$ cat config.mk
export PLATFORM = sky130hd
export DESIGN_NAME = dfs_nbr
export DESIGN_NICKNAME = d
export VERILOG_FILES = /design/src/rtl/dfs_maze_generator_macros.svh /design/src/rtl/dfs_pkg.sv /design/src/rtl/dfs_nbr.sv
export SDC_FILE = /design/constraint.sdc
export NUM_CORES = 1
export LEC_CHECK = 0
export ABC_CLOCK_PERIOD_IN_PS = 5100
export BUFFER_PORTS_ARGS = -buffer_cell sky130_fd_sc_hd__clkbuf_2
export CORE_AREA = 2 2 39 41
export DETAILED_ROUTE_END_ITERATION = 8
export DIE_AREA = 0 0 41 43
export PLACE_DENSITY_LB_ADDON = 0.15
export SYNTH_ARGS = -nofsm -noshare
export SYNTH_HDL_FRONTEND = slang
export SYNTH_SLANG_ARGS = --single-unit
$ cat constraint.sdc
create_clock -name vclk -period 5.1
set_input_delay 0.765 -clock vclk [all_inputs]
set_output_delay 0.765 -clock vclk [all_outputs]
set_load 0.01 [all_outputs]
$ cat src/rtl/dfs_maze_generator_macros.svh
// ----------------------------------------------------------------------------
// dfs_maze_generator_macros.svh
// Assertion macros shared by the maze generator RTL.
// ----------------------------------------------------------------------------
`ifndef DFS_MAZE_GENERATOR_MACROS_SVH
`define DFS_MAZE_GENERATOR_MACROS_SVH

`ifndef SYNTHESIS
// Antecedent implies consequent in the same cycle.
`define DFS_ASSERT_IMPL(lbl, ante, cons, msg) \
    lbl: assert property (@(posedge i_clk) disable iff (!i_rst_n) (ante) |-> (cons)) \
        else $error(msg);
// Antecedent implies consequent in the next cycle.
`define DFS_ASSERT_NEXT(lbl, ante, cons, msg) \
    lbl: assert property (@(posedge i_clk) disable iff (!i_rst_n) (ante) |=> (cons)) \
        else $error(msg);
`else
`define DFS_ASSERT_IMPL(lbl, ante, cons, msg)
`define DFS_ASSERT_NEXT(lbl, ante, cons, msg)
`endif

`endif

$ cat src/rtl/dfs_pkg.sv
// ----------------------------------------------------------------------------
// dfs_pkg
// Grid geometry, field widths, codes and types of the maze generator.
// ----------------------------------------------------------------------------
`timescale 1ns / 1ps

package dfs_pkg;

    // Grid geometry
    localparam int ROOMS_X    = 32;
    localparam int ROOMS_Y    = 16;
    localparam int X_W        = $clog2(ROOMS_X);
    localparam int Y_W        = $clog2(ROOMS_Y);
    localparam int ROOM_W     = X_W + Y_W;
    localparam int ROOM_SLOTS = 1 << ROOM_W;
    localparam int ROOM_COUNT = ROOMS_X * ROOMS_Y;
    localparam int SP_W       = $clog2(ROOM_COUNT + 1);
    localparam int CO_W       = ((X_W > Y_W) ? X_W : Y_W) + 1;

    // Beat field widths
    localparam int OPC_W      = 1;
    localparam int DIR_W      = 2;
    localparam int STATUS_W   = 2;
    localparam int CX_W       = 7;
    localparam int CY_W       = 6;
    localparam int DEPTH_W    = 10;
    localparam int CFG_IDX_W  = 1;
    localparam int CFG_DATA_W = 5;
    localparam int START_X_W  = 5;
    localparam int START_Y_W  = 4;

    // Opcodes
    localparam logic [OPC_W-1:0] OP_DRAW    = 1'b0;
    localparam logic [OPC_W-1:0] OP_RESTART = 1'b1;

    // Result status codes
    localparam logic [STATUS_W-1:0] ST_ENTER   = 2'd0;
    localparam logic [STATUS_W-1:0] ST_RESTART = 2'd1;
    localparam logic [STATUS_W-1:0] ST_IGNORED = 2'd2;

    // Scan directions
    localparam logic [DIR_W-1:0] DIR_N    = 2'd0;
    localparam logic [DIR_W-1:0] DIR_S    = 2'd1;
    localparam logic [DIR_W-1:0] DIR_E    = 2'd2;
    localparam logic [DIR_W-1:0] DIR_WEST = 2'd3;

    // Walk phases
    localparam logic [1:0] PH_IDLE    = 2'd0;
    localparam logic [1:0] PH_PENDING = 2'd1;
    localparam logic [1:0] PH_DONE    = 2'd2;

    // Register indexes
    localparam logic [CFG_IDX_W-1:0] CFG_START_X = 1'b0;
    localparam logic [CFG_IDX_W-1:0] CFG_START_Y = 1'b1;

    typedef struct packed {
        logic [Y_W-1:0] y;
        logic [X_W-1:0] x;
    } t_room;

    // One walk stack entry: room, first scan direction, directions tried
    typedef struct packed {
        t_room            room;
        logic [DIR_W-1:0] first;
        logic [DIR_W-1:0] tried;
    } t_entry;

    localparam int ENTRY_W = $bits(t_entry);

    typedef struct packed {
        t_room            room;
        logic [DIR_W-1:0] dir;
    } t_nbr_req;

    typedef struct packed {
        logic  ok;
        t_room room;
    } t_nbr_rsp;

    typedef struct packed {
        logic [STATUS_W-1:0] status;
        logic [CX_W-1:0]     cell_x;
        logic [CY_W-1:0]     cell_y;
        logic                has_wall;
        logic [CX_W-1:0]     wall_x;
        logic [CY_W-1:0]     wall_y;
        logic [DEPTH_W-1:0]  depth;
        logic                complete;
        logic [CX_W-1:0]     goal_x;
        logic [CY_W-1:0]     goal_y;
        logic [DEPTH_W-1:0]  peak_depth;
    } t_result;

    // Grid column of a room: 2x+1
    function automatic logic [CX_W-1:0] cell_x(input logic [X_W-1:0] x);
        logic [X_W:0] t;
        t = {x, 1'b1};
        return CX_W'(t);
    endfunction

    // Grid row of a room: 2y+1
    function automatic logic [CY_W-1:0] cell_y(input logic [Y_W-1:0] y);
        logic [Y_W:0] t;
        t = {y, 1'b1};
        return CY_W'(t);
    endfunction

endpackage

$ cat src/rtl/dfs_nbr.sv
// ----------------------------------------------------------------------------
// dfs_nbr
// Neighbour unit: one shared +/-1 adder and bound compare on room coordinates.
// ----------------------------------------------------------------------------
`timescale 1ns / 1ps

module dfs_nbr (
    input  dfs_pkg::t_nbr_req i_req,
    output dfs_pkg::t_nbr_rsp o_rsp
);
    import dfs_pkg::*;

    logic            w_sel_y;
    logic            w_dec;
    logic [CO_W-1:0] w_opnd;
    logic [CO_W-1:0] w_limit;
    logic [CO_W-1:0] w_sum;

    always_comb begin
        w_sel_y = (i_req.dir == DIR_N) || (i_req.dir == DIR_S);
        w_dec   = (i_req.dir == DIR_N) || (i_req.dir == DIR_WEST);
        w_opnd  = w_sel_y ? CO_W'(i_req.room.y) : CO_W'(i_req.room.x);
        w_limit = w_sel_y ? CO_W'(ROOMS_Y) : CO_W'(ROOMS_X);
        w_sum   = w_dec ? (w_opnd - CO_W'(1)) : (w_opnd + CO_W'(1));

        o_rsp.ok   = w_dec ? (w_opnd != '0) : (w_sum < w_limit);
        o_rsp.room = i_req.room;
        if (w_sel_y) begin
            o_rsp.room.y = w_sum[Y_W-1:0];
        end else begin
            o_rsp.room.x = w_sum[X_W-1:0];
        end
    end

endmodule

==> results.cfg <==
[sta]
rsz0062_at_grt = no
finalCritPeriodShare_pct = 86.3
whs_ns = 1.83
layout_min_cycle_time_ns = 4.40
setup_viol = 0
tns_ns = 0
tightest_slew_ns = 0.469
fmax_mhz = 227
slew_violations = 0
timing.slew.headroom_pct = 68.7
fin_ws_ns = 0.696
hold_viol = 0

[grt]
grt_pass1_vias = 440
grt_max_degree = 18
track_usage_pct = 13.0
grt_first_pass_wirelength_mm = 1.72
overflow = 0
antenna_found_initial = 0

[die]
io_pins = 21
die-width_um = 41
design.core.area_um2 = 1380
rows = 14
start_util_pct = 33.9
die-area_um2 = 1760
die_y_um = 43

[drt]
drtPass1Iterations = 2
vias = 547
drc_errors = 0
first_iter_violations = 3
drt.antenna.violating_nets = 0
drt_wl_total_mm = 1.13
viasPerCell = 5.06
post_drt_wl_per_cell_um = 10.4

[synthesis]
synthTopCellsByArea = ha_1 19%, nand2_1 18%, xnor2_1 9.3%, nor2_1 6.4%, fa_1 4.3%
synthesis.nets = 91
ys_types = 25
synth_most_common_cell = nand2_1
synth_warnings = 0
yosysTopAreaCellShare_pct = 18.7
yosys-top-cells-count = 23 x nand2_1, 8 x nor2_1, 7 x ha_1
avgSynthCellArea_um2 = 6.52
synthCells = 72
yosysTopAreaCell = ha_1
seq_area_frac_synth_pct = 0
syn_area_um2 = 469

[setup_path]
cp-end-kind = primary output
worst-path-max-fanout = 17
crit_arrival_ns = 3.64
start_kind = input port
worstSetupPathType = input port to primary output
required_ns = 4.34

[final_layout]
fin_util_pct = 42.3
final_nets = 113
area_growth_pct = 24.8
nClkBuffers = 0
regArea_um2 = 0
layout-drive-gt1-share_pct = 32.6
design.seq.count = 0
antenna_cells = 0

[place]
port_buffers = 21
post-dp-hpwl_um = 976
finalWeightedCongestion = 0.731
dp_slack_ns = 0.686

[power_and_ir_drop]
power.leakage_nw = 0.316
power_mw = 0.108
ir_drop_mv = 0.0652
power_density_nw_per_um2 = 184

[job]
maxCapViolations = 0

[run_status]
status = finished, final reports clean

[clock_tree]
cts_hold_buf = 0
post-cts-setup-buffers = 0
cts.repair.resized = 0

[min_path]
min_path_type = input port to primary output
hp-start = i_req[2]
min_to = o_rsp[0]
hold_depth = 3
==> critical path: stages <==
cell and delay, ns:
clkbuf_2 0.09, inv_1 0.04, ha_1 0.22, nor2_1 0.11, buf_4 0.19, inv_1 0.24, nand2_1 0.13, nand2_1 0.07
ha_1 0.38, nand3_1 0.13, a21oi_2 0.05, o31a_1 0.29, nor2_1 0.11, xnor2_1 0.13, ha_1 0.24, o21a_1 0.10
o31ai_1 0.18, clkbuf_2 0.17
==> report_power, final <==
group,internal (mW),total (mW),switching [mW]
clock network,0,0,0
registers,0,0,0
logic,0.0482,0.108,0.0595
total,0.0482,0.108,0.0595
==> cells in the final DEF, fill, tap and decap left out, types with 2 or more instances in the layout <==
cell	n
nand3_1	2
xnor2_1	5
nand2_1	23
nor2_1	8
a21oi_2	2
nor4_1	3
clkbuf_2	21
inv_1	4
nor3_2	2
ha_1	7
==> per-stage QoR <==
stage	instance area (µm²)	instances
after floorplan	469	72
after global placement	586	108
after detailed placement	586	108
after CTS	586	108
after global routing	586	108
final	586	108
==> final cells by class <==
cell class,count,area (µm²)
Fill cell,162,798
Inverter,4,15.0
Multi-Input combinational cell,66,438
Tap cell,16,20.0
Timing Repair Buffer,22,113
==> routing by layer <==
layer | track usage [%] | up-vias | part of all wire, %
met3 | 0 | 0 | 3.2
li1 | - | 288 | -
met5 | 0 | - | 0
met4 | 0 | 0 | 0
met2 | 23.1 | 7 | 48
met1 | 17.8 | 252 | 49
==> worst max-delay path by stage <==
stage | end | cells past startpoint | startpoint | slack (ns)
after floorplan | o_rsp[9] | 16 | i_req[0] | 0.99
after global placement | o_rsp[9] | 18 | i_req[0] | 0.70
after detailed placement | o_rsp[9] | 18 | i_req[0] | 0.69
after CTS | o_rsp[9] | 18 | i_req[0] | 0.68
after global routing | o_rsp[9] | 18 | i_req[0] | 0.48
final | o_rsp[9] | 18 | i_req[0] | 0.70
==> cell families after synthesis <==
family | Yosys count | share of synthesized area, %
AOI/OAI and AO/OA | 12 | 20.5
buffers and inverters | 6 | 6.66
xor gates and xnor gates | 5 | 9.33
and+or+nand+nor | 41 | 40.5
adders and majority gates | 8 | 22.9
No activity file was read; power rests on OpenSTA's default activity.
